===== src/sv/mpsd_pkg.sv =====
// shared types and constants for the multi-point spike discriminator
// no dependencies

package mpsd_pkg;

	localparam int SAMPLE_W  = 16;
	localparam int TIME_W    = 32;
	localparam int WORD_W    = 23;
	localparam int COUNT_W   = 3;
	localparam int INDEX_W   = 3;
	localparam int OFFSET_W  = 6;
	localparam int AGE_W     = 7;
	localparam int WORD_SLOTS = 4;
	localparam int AGE_LIMIT = 64;

	typedef enum logic [INDEX_W-1:0] {
		REG_DOT_COUNT  = 3'd0,
		REG_DOT_WORD_0 = 3'd1,
		REG_DOT_WORD_1 = 3'd2,
		REG_DOT_WORD_2 = 3'd3,
		REG_DOT_WORD_3 = 3'd4
	} reg_index_t;

	typedef struct packed {
		logic signed [OFFSET_W-1:0] offset;
		logic                       above;
		logic signed [SAMPLE_W-1:0] threshold;
	} dot_t;

endpackage


===== src/sv/mpsd_cell.sv =====
// one history cell: holds one sample and passes it to the next cell on shift
// uses mpsd_pkg

module mpsd_cell (
	input  logic                                clk,
	input  logic                                arst_n,
	input  logic                                shift,
	input  logic                                clear,
	input  logic signed [mpsd_pkg::SAMPLE_W-1:0] d,
	output logic signed [mpsd_pkg::SAMPLE_W-1:0] q
);

	logic signed [mpsd_pkg::SAMPLE_W-1:0] sample_q;

	always_ff @(posedge clk or negedge arst_n) begin
		if (!arst_n) begin
			sample_q <= '0;
		end else if (shift) begin
			sample_q <= clear ? '0 : d;
		end
	end

	assign q = sample_q;

endmodule


===== config.mk =====
export PLATFORM = sky130hd
export DESIGN_NAME = mpsd_cell
export DESIGN_NICKNAME = d
export VERILOG_FILES = /design/src/sv/mpsd_pkg.sv /design/src/sv/mpsd_cell.sv
export SDC_FILE = /design/constraint.sdc
export NUM_CORES = 1
export LEC_CHECK = 0
export BUFFER_PORTS_ARGS = -buffer_cell sky130_fd_sc_hd__buf_4
export CORE_MARGIN = 3
export CORE_UTILIZATION = 40
export DETAILED_ROUTE_END_ITERATION = 16
export MAX_ROUTING_LAYER = met4
export PLACE_DENSITY = 0.72
export SLEW_MARGIN = 20
export SYNTH_ARGS = -nofsm -noshare
export SYNTH_HDL_FRONTEND = slang
export SYNTH_SLANG_ARGS = --single-unit

===== constraint.sdc =====
create_clock -name clk -period 1.1 [get_ports clk]
set_clock_uncertainty 0.15 [all_clocks]
set_input_delay 0.055 -clock clk [delete_from_list [all_inputs] [get_ports clk]]
set_output_delay 0.055 -clock clk [all_outputs]
set_load 0.1 [all_outputs]

---- Yosys cells after proc, flatten, opt, wreduce, memory -nomap -nowiden ----
Index checks and enable logic that the tools add are counted.
storage, ports and cells
  register bits after elaboration ......... 16
operators by class
  mux-type cells .......................... 1
operators by type and width
  cell     count
  $mux 16  1

---- Depth between registers and ports, before layout ----
  depth in word-level cells ............... 1
  mapped depth ............................ 3
  gate-level depth less buffers ........... 2

---- Worst setup path after synthesis ----
Ideal clock, no wire load.
  path kind ............................... reg-to-reg
  from .................................... reg q[13] (netlist name)
  to ...................................... reg sample_q, in the netlist q[13]
  library setup time ...................... 0.083 ns
  arrival time ............................ 1.128 ns
  path slack .............................. -0.261 ns
  cell stages (with the launch flop) ...... 3
  buffers on the path ..................... 0
  cells stage by stage .................... dfrtp_1 -> inv_1 -> o21ai_0
RTL lines
  item                    line             source
  end signal: assignment  mpsd_cell.sv:19  sample_q <= clear ? '0 : d;
  end: declaration        mpsd_cell.sv:13  logic signed [mpsd_pkg::SAMPLE_W-1:0] sample_q;

---- Worst setup path in the final report ----
  from .................................... reg sample_q, in the netlist q[12]
  to ...................................... out q[12] (netlist bit)
RTL lines
  item              line             source
  end: declaration  mpsd_cell.sv:10  output logic signed [mpsd_pkg::SAMPLE_W-1:0] q
No word-level cell between the ends.

==> results.py <==
metrics = {
    "power_and_ir_drop": {
        "p_per_area_nw_per_um2": 1315,
        "clkPwrFrac": 0.209,
        "p_leak_nw": 0.6077,
        "seqPwrFrac": 0.381,
        "p_sw_w": 0.0006841,
        "combPwrFrac": 0.411,
        "ir_drop_uv": 1114,
        "p_int_w": 0.001141,
        "sw_frac_of_total": 0.3748,
    },
    "logic_synthesis": {
        "syn_area_um2": 693.2,
        "yosys_register_bits": 16,
        "yosysWarnings": 0,
        "synth.area.top_cells": "dfrtp_1 (58%), nand3b_1 (17%), o21ai_0 (10%)",
        "synth_top_area_frac": 0.5776,
        "synth_nets": 88,
        "yosysSeqAreaShare": 0.5776,
        "synth_cell_type_count": 7,
        "synth_top_cell_by_area": "dfrtp_1",
        "synth.avg_cell_area_um2": 10.19,
        "synthCells": 68,
    },
    "setup_path": {
        "critPathSlowestCell": "dfrtp_2",
        "end_kind": "primary output",
        "crit_path_start_kind": "register",
        "path_cells": "buf_12",
        "critical_path_class": "register to primary output",
        "critPathBufInv": 1,
        "critical_path.top_delay_family": "flip-flops",
        "crit_path_max_fanout": 2,
        "cp.arrival_ns": 0.90,
        "crit_path_max_incr_delay_ns": 0.44,
        "critPathRequiredTime_ns": 0.89,
    },
    "detailed_routing": {
        "firstDrtPassIters": 4,
        "drcViolationCount": 0,
        "viasPerCell": 4.674,
        "routedWlPerCell_um": 14.34,
        "num_vias": 645,
        "wl_um": 1979,
        "antenna_left": 0,
        "detail_route.iter0.violations": 4,
    },
    "sta": {
        "period_needed_ns": 1.105,
        "hold_viol": 0,
        "setup_viol_count_final": 1,
        "rsz0062_at_grt": "yes",
        "maxSlewViolCount": 0,
        "finalWorstSetupSlack_ns": -0.004695,
        "fmax_mhz": 905.2,
        "tightest_slew_ns": 0.2708,
        "fin_crit_sh": 1.004,
        "maxSlewHeadroom": 0.8195,
    },
    "clock_tree": {
        "cts_num_sinks": 16,
        "cts_root_buffer": "clkbuf_4",
        "clk_pin_slew_ns": 0.09,
        "numCtsBuffers": 3,
        "cts_tree": "done",
        "h-tree-depth": 1,
        "clock_latency_ns": 0.28,
        "cts_buffer_depth": 2,
    },
    "grt": {
        "grt_use_total": 0.1901,
        "grt_pass1_wl_um": 2808,
        "grt_max_degree": 33,
        "grt_pass1_vias": 639,
        "antenna_found_initial": 0,
        "grt-ovfl-total": 0,
    },
    "place": {
        "post-dp-hpwl_um": 1004,
        "place_ws_ns": 0.2665,
        "port-buffer-count": 35,
        "gp_congestion": 0.6600,
    },
    "finish": {
        "final_cell_mix": "buf_4 (20), dlygate4sd3_1 (18)",
        "nets": 143,
        "n_antenna_cell": 0,
        "num-fill-cells": 72,
        "multi_input_area_um2": 200.2,
        "largest_reg_flops": 16,
        "final_common_cell": "buf_4",
        "area_growth_pct": 100.2,
        "final-seq-area_um2": 420.4,
        "fin_util": 0.8802,
        "drive_gt1_frac": 0.4590,
    },
    "flow_run": {
        "maxCapViolCount": 0,
    },
    "die": {
        "core-area_um2": 1577,
        "pin_count": 36,
        "start_util": 0.4397,
        "dieHeight_um": 47.63,
        "rows": 14,
        "die_x_um": 47.63,
        "die_area_um2": 2269,
    },
    "outcome": {
        "status": "complete, but fails checks",
        "violations": "setup timing",
    },
    "min_path": {
        "min_path_type": "primary input to register",
    },
}
-- cells by family after synthesis --
logic type             count (synthesis)  synth area share
AO/OA/AOI/OAI                         16            0.1155
buffers and inverters                 20            0.1336
flip-flops                            16            0.5776
AND/OR/NAND/NOR                       16            0.1733
-- area by class of cell --
type / count / share of cell area
Sequential cell: 16 / 0.3030
Tap cell: 16 / 0.01443
Inverter: 16 / 0.04328
Clock buffer: 4 / 0.02615
Multi-Input combinational cell: 32 / 0.1443
Timing Repair Buffer: 54 / 0.4689
-- power by group through the flow --
stage / Combinational (W) / Sequential [W] / Clock (W)
detailed placement: 0.000568 / 0.000677 / 0
finish: 0.000749 / 0.000695 / 0.000381
CTS: 0.000650 / 0.000675 / 0.000392
floorplan: 0.0000702 / 0.00102 / 0
global route: 0.000777 / 0.000701 / 0.000431
global placement: 0.000564 / 0.000676 / 0
-- layer usage --
metal | global-route usage | share of wire | vias up | wire [um]
met1 | 0.2352 | 0.42 | 292 | 840
met2 | 0.2995 | 0.51 | 29 | 1007
li1 | - | - | 324 | -
met4 | 0.06452 | 0 | 0 | 0
met5 | - | 0 | - | 0
met3 | 0.05263 | 0.066 | 0 | 131
-- Yosys cell counts --
master and number:
inv_1 16, o21ai_0 14, dfrtp_1 16, buf_6 2, nand3b_1 16, buf_2 2
o21ai_1 2
-- path summary, 6_finish.rpt --
path / start / end / slack (ns) / depth (start not counted)
min reg2reg: q[3] / q[3] / 0.42 / 2
max: q[12] / q[12] / -0.005 / 1
max in group asynchronous: arst_n / q[5] / 0.56 / 2
min: shift / q[3] / 0.03 / 2
max reg2reg: q[8] / q[8] / 0.15 / 3
min in group asynchronous: arst_n / q[7] / 0.04 / 2
-- what timing repair did --
| item | 4_1_cts | 5_1_grt |
|---|---|---|
| hold endpoints to repair | 32 | 0 |
| resized for setup | 16 | 32 |
| buffers inserted | 0 | 1 |
| endpoints found under the setup margin | 16 | 16 |
| cloned | 0 | 0 |
| hold buffers | 18 | 0 |
-- metrics by stage --
step / setup TNS (ns) / instances / area, um^2 / hold WS (ns) / total power (W)
after floorplan: -0.002520 / 68 / 713.2 / -0.3906 / 0.001092
after global placement: 0 / 115 / 963.4 / -0.2241 / 0.001239
after detailed placement: 0 / 115 / 963.4 / -0.2233 / 0.001245
after CTS: -0.006251 / 137 / 1240 / 0.003548 / 0.001717
after global routing: -0.4988 / 138 / 1388 / 0.02197 / 0.001909
final: -0.004695 / 138 / 1388 / 0.02720 / 0.001825
Power figures use the tool's default switching activity.
