--- src/sv/mpsd_pkg.sv ---
// shared types and constants for the multi-point spike discriminator
// no dependencies

package mpsd_pkg;

	localparam int SAMPLE_W  = 16;
	localparam int TIME_W    = 32;
	localparam int WORD_W    = 23;
	localparam int COUNT_W   = 3;
	localparam int INDEX_W   = 3;
	localparam int OFFSET_W  = 6;
	localparam int AGE_W     = 7;
	localparam int WORD_SLOTS = 4;
	localparam int AGE_LIMIT = 64;

	typedef enum logic [INDEX_W-1:0] {
		REG_DOT_COUNT  = 3'd0,
		REG_DOT_WORD_0 = 3'd1,
		REG_DOT_WORD_1 = 3'd2,
		REG_DOT_WORD_2 = 3'd3,
		REG_DOT_WORD_3 = 3'd4
	} reg_index_t;

	typedef struct packed {
		logic signed [OFFSET_W-1:0] offset;
		logic                       above;
		logic signed [SAMPLE_W-1:0] threshold;
	} dot_t;

endpackage

--- src/sv/mpsd_dot.sv ---
// one dot test: picks the history tap at the dot's age and compares to its threshold
// uses mpsd_pkg

module mpsd_dot #(
	parameter int TAPS = 64
) (
	input  mpsd_pkg::dot_t                       dot,
	input  logic signed [mpsd_pkg::AGE_W-1:0]    late,
	input  logic signed [mpsd_pkg::SAMPLE_W-1:0] taps [TAPS],
	output logic                                 ok
);

	logic signed [mpsd_pkg::AGE_W-1:0]    age;
	logic signed [mpsd_pkg::SAMPLE_W-1:0] tap;

	always_comb begin
		age = late - mpsd_pkg::AGE_W'(dot.offset);
		tap = '0;
		for (int k = 0; k < TAPS; k++) begin
			if (age == mpsd_pkg::AGE_W'(k)) begin
				tap = taps[k];
			end
		end
		if (dot.above) begin
			ok = tap > dot.threshold;
		end else begin
			ok = tap < dot.threshold;
		end
	end

endmodule

--- config.mk ---
export PLATFORM = sky130hd
export DESIGN_NAME = mpsd_dot
export DESIGN_NICKNAME = d
export VERILOG_FILES = /design/src/sv/mpsd_pkg.sv /design/src/sv/mpsd_dot.sv
export SDC_FILE = /design/constraint.sdc
export NUM_CORES = 1
export LEC_CHECK = 0
export BUFFER_PORTS_ARGS = -buffer_cell sky130_fd_sc_hd__buf_4
export CAP_MARGIN = 20
export CORE_AREA = 4 4 405 407
export DETAILED_ROUTE_END_ITERATION = 8
export DIE_AREA = 0 0 409 411
export PLACE_DENSITY = 0.3
export SYNTH_ARGS = -nofsm -noshare
export SYNTH_HDL_FRONTEND = slang
export SYNTH_SLANG_ARGS = --single-unit
--- constraint.sdc ---
create_clock -name vclk -period 4.8
set_input_delay 0.24 -clock vclk [all_inputs]
set_output_delay 0.24 -clock vclk [all_outputs]
set_load 0.01 [all_outputs]
After elaboration in Yosys (flattened, before gate mapping)
Index checks and enable logic that the tools add are counted.

Register bits: 0. Input bits: 1054. Output and inout bits: 1. Logic and storage cells: 132.

$add $sub $neg: 1. Magnitude comparators: 2. Equal/unequal tests: 63. Muxes and demuxes: 65. Reduce and logical (&&, ||, !) cells: 1.

Operators by type and width (count): 16-bit 2-to-1 mux (64); 7-bit == test (second input constant) (32); 7-bit by 6-bit == test with 1-bit output (second input constant) (16); 7-bit by 5-bit == test with 1-bit output (second input constant) (8); 7-bit by 4-bit == test with 1-bit output (second input constant) (4); 16-bit > comparator (1); 16-bit < comparator (1); 7-bit by 3-bit == test with 1-bit output (second input constant) (2); 7-bit by 2-bit == test with 1-bit output (second input constant) (1); 7-bit zero test (1); 7-bit by 6-bit subtractor with 7-bit output (1); 1-bit 2-to-1 mux (1).

Logic depth before layout (Yosys ltp)
Depth in word-level cells: 68. Gate-level depth with buffers: 27. Gate-level depth less buffers: 24.

Worst setup path before layout
OpenSTA, ideal clock, no wires.

Kind: input to output. Start: input port late[0] in the netlist's numbering. End: output port ok. Arrival time: 5.053 ns. Slack: -0.493 ns. Cell stages on the path: 26. Path buffers: 3. Path through: inv_1 -> ha_1 -> fa_1 -> buf_2 -> buf_1 -> clkbuf_1 -> mux2i_1 -> nor2_1 -> a21oi_1 -> o21ai_0 -> a32oi_1 -> nand4_1 -> o211ai_1 -> a21oi_1 -> or3_1 -> ha_1 -> nor2b_1 -> o21a_1 -> o21a_1 -> o21a_1 -> o21a_1 -> o21a_1 -> o21ai_0 -> a21oi_1 -> o22ai_1 -> mux2i_1.

Cells in the longest elaborated chain, start to end: 68. Elaborated cells on any way between the ends: 132.

RTL lines: start, declared (RTL line mpsd_dot.sv:8) `input logic signed [mpsd_pkg::AGE_W-1:0] late,`; 7-bit by 6-bit subtractor with 7-bit output * (RTL line mpsd_dot.sv:17) `age = late - mpsd_pkg::AGE_W'(dot.offset);`; 7-bit zero test (RTL line mpsd_dot.sv:20) `if (age == mpsd_pkg::AGE_W'(k)) begin`; 16-bit 2-to-1 mux (63 in a row) (RTL line mpsd_dot.sv:20); 16-bit 2-to-1 mux * (RTL line mpsd_dot.sv:20); 16-bit < comparator or 16-bit > comparator (tied branches) (RTL line mpsd_dot.sv:27, mpsd_dot.sv:25); 1-bit 2-to-1 mux * (RTL line mpsd_dot.sv:24) `if (dot.above) begin`; end, declared (RTL line mpsd_dot.sv:10) `output logic ok`.

Mark *: on every way between the ends. The rest lies on a longest branch, timed or not.

Final worst setup path
Start: input port dot[17] in the netlist's numbering. End: output port ok.

Cells in the longest elaborated chain, start to end: 68. Elaborated cells on any way between the ends: 132.

RTL lines: start, declared (RTL line mpsd_dot.sv:7) `input mpsd_pkg::dot_t dot,`; 7-bit by 6-bit subtractor with 7-bit output * (RTL line mpsd_dot.sv:17); 7-bit zero test (RTL line mpsd_dot.sv:20); 16-bit 2-to-1 mux (63 in a row) (RTL line mpsd_dot.sv:20); 16-bit 2-to-1 mux * (RTL line mpsd_dot.sv:20); 16-bit < comparator or 16-bit > comparator (tied branches) (RTL line mpsd_dot.sv:27, mpsd_dot.sv:25); 1-bit 2-to-1 mux * (RTL line mpsd_dot.sv:24).

Marks and branches as above.

==> key figures <==
Synthesis
  • Post-Syn Area per Cell: 6.24 sq um
  • Cell variety after synth: between 80 and 90
  • Cell Area, Synth: between 9000 and 10000 sq um
  • Share of synthesized area occupied by flip-flops and latches: 0
  • Dominant cell type by area after synthesis: sky130_fd_sc_hd__a22oi_1
  • Net count after synthesis: 2600
  • Most used standard cells in the synthesized netlist: sky130_fd_sc_hd__nand2_1, sky130_fd_sc_hd__nor2_1, sky130_fd_sc_hd__a21oi_1
  • Total number of yosys warnings: 0
  • Gate Count Post-Synth: around 1500
  • Ranking of synthesized cells by area: sky130_fd_sc_hd__a22oi_1, sky130_fd_sc_hd__nand2_1, sky130_fd_sc_hd__a221oi_1, sky130_fd_sc_hd__a21oi_1, sky130_fd_sc_hd__nor2_1
  • Most instantiated library cell after synthesis: sky130_fd_sc_hd__nand2_1
  • Top cell type's share of synthesized area: 0.0782

Worst setup path
  • Category of the worst setup path launch point: input port
  • Type of the setup path with the least slack: input port to output port
  • Buf+Inv Stages, Crit Path: 6
  • Cell class contributing the biggest share of worst-path delay: compound AO/OA/AOI/OAI gates
  • Cell-by-cell listing of the critical path: buf_4, ha_4, fa_4, clkbuf_16, nand2_1, buf_4, nor2_4, buf_4, buf_4, a221o_1, nand2_1, a22o_1, a211oi_1, a211o_1, o211a_1, ha_1, nand4_1, or2_2, a21oi_2, o22ai_2, mux2i_4, buf_6
  • Library cell appearing most often on the critical path: sky130_fd_sc_hd__buf_4
  • Cell with the largest stage delay on the worst path: sky130_fd_sc_hd__fa_4
  • Data arrival at the endpoint of the critical path: 6.11 ns
  • Critical path capture point type: output port
  • Worst endpoint required time: 4.56 ns
  • Stage delay of the slowest cell on the critical path: between 0.8 and 0.9 ns
  • Top fanout value on the critical path: 12
  • CP Depth: 22

Pwr
  • IR drop worst, VDD: ~0.000052 V
  • LEAKAGE: between 0.01 and 0.015 uW
  • Cell Pwr Density: approximately 190 nW/um^2

Drt
  • Routed length per placed instance: ~42 um
  • Total number of vias: 22300
  • Initial DRC Count: 2151
  • Vias per cell: around 4.2
  • Length of the first detailed-routing pass in iterations: 7
  • Number of remaining DRC errors: 0
  • Residual antenna-violating net count after detailed routing: 0
  • Wirelength, routed: 222 mm

Placed design
  • Final HPWL DP: 203 mm
  • IO Port Bufs: 1055
  • Gp weighted congestion: 0.949
  • Placed standard-cell area: ~26000 sq um
  • Worst setup timing slack at the placement stage: -2.69 ns

Layout
  • FFs & Latches: 0
  • Area of all placed cells without fillers: approximately 26000 sq um
  • Total number of nets in the final design: 4193
  • Share of post-route cells with drive strength above 1: 0.606
  • # fillers: about 19000
  • Area Overhead vs Synth: 178%
  • Area occupied by multi-input gates: 9560 sq um
  • Sequential cell area: 0 sq um
  • Number of clock buffers in the layout: 0
  • Post-route core utilization: 0.165

Flow run
  • Max-cap check violation count: 0

Floorplan
  • Die outline width: 409 um
  • Core Rows: 147
  • Core area: 160000 sq um
  • Initial standard-cell utilization of the core: 0.0593
  • Die area: 168000 sq um
  • Boundary pin count: 1055
  • Height of the chip: 411 um

STA
  • Setup repair after global routing missed its margin: yes
  • Worst slew pin tran: 1.01 ns
  • Fin worst setup slack: -1.55 ns
  • Final-report hold violation count: 0
  • Final-layout setup total negative slack: -1.55 ns
  • Max transition margin: 0.325
  • Final worst path period need: 6.35 ns
  • Number of slew-limit violations in the final report: 0
  • Highest achievable clock rate: 157 MHz
  • Final setup violation count: 1
  • Period utilisation layout: 1.32

Run status
  • Failing checks: setup timing
  • Run status: complete, but fails checks

Min path
  • Worst hold path class: input port to output port
  • Instance count along the most critical hold path: 3

GRT
  • Leftover overflow at the end of global routing: 0
  • Largest net degree at the start of global routing: 29
  • Wire length of the first global-routing pass: 271 mm
  • Number of global-route vias before repair: 22900
  • Initial antenna violation count: about 130
  • All-layer global routing usage: 0.249
## cells by family after synthesis
group	synth area share
simple gates	0.265
xor+xnor	0.0111
mux	0.0584
buf+inv	0.0766
compound gates	0.557
fa+ha+maj	0.0311
## per-layer routing
metal  routed length (um)  vias to the layer above  part of all wire  global-route usage
met1                96900                    11300              0.44               0.324
met5                  585                        -            0.0026                   0
met4                 4620                       94             0.021              0.0426
li1                     -                     9495                 -                   -
met3                16000                      239             0.072              0.0649
met2               104000                     1154              0.47               0.417
## report_power, final
group          internal (uW)  switching [uW]  leakage [uW]
logic                   2190            2720        0.0116
clock network        0.00128               0   0.000000339
registers                  0               0             0
## final timing paths
check | slack, ns | endpoint | startpoint
max | -1.55 | ok | dot[17]
min | 0.86 | ok | dot[16]
## area by class of cell
cell class	instances	area share
well taps	2160	0.102
repair buffers	1728	0.526
inverters	32	0.00455
multi-input cells	1354	0.362
diodes	53	0.00502
## cell usage in the layout, fill, tap and decap left out, types with 31 or more instances in the layout
master	netlist	layout
sky130_fd_sc_hd__nand2_1	173	169
sky130_fd_sc_hd__a221oi_1	70	62
sky130_fd_sc_hd__inv_1	32	31
sky130_fd_sc_hd__o21ai_0	99	85
sky130_fd_sc_hd__a22oi_1	99	95
sky130_fd_sc_hd__buf_12	0	67
sky130_fd_sc_hd__diode_2	0	53
sky130_fd_sc_hd__nand3_1	79	74
sky130_fd_sc_hd__buf_4	5	1652
sky130_fd_sc_hd__a222oi_1	43	43
sky130_fd_sc_hd__a21oi_1	118	112
sky130_fd_sc_hd__nor2_1	148	126
sky130_fd_sc_hd__nor3_1	47	43
## tightest hold or removal path, cell delays in order
cell and delay [ns]:
sky130_fd_sc_hd__buf_4 0.10, sky130_fd_sc_hd__mux2i_4 0.12, sky130_fd_sc_hd__buf_6 0.15
## metrics by stage
stage	hold WS, ns	total power [uW]	cells
5_1_grt	0.845	5110	5288
4_1_cts	0.843	4820	5267
6_report	0.861	4910	5327
3_5_place_dp	1.05	4720	5265
2_1_floorplan	0.569	1390	1523
3_3_place_gp	1.03	4750	5264
## what timing repair did
action / in CTS / in global routing
gates resized for setup: 65 / 53
buffers inserted: 2 / 5
setup endpoints to repair: 1 / 1
hold buffers: 0 / 0
cloned: 0 / 2
pin swaps: 12 / 26
(Power assumes the default switching activity.)
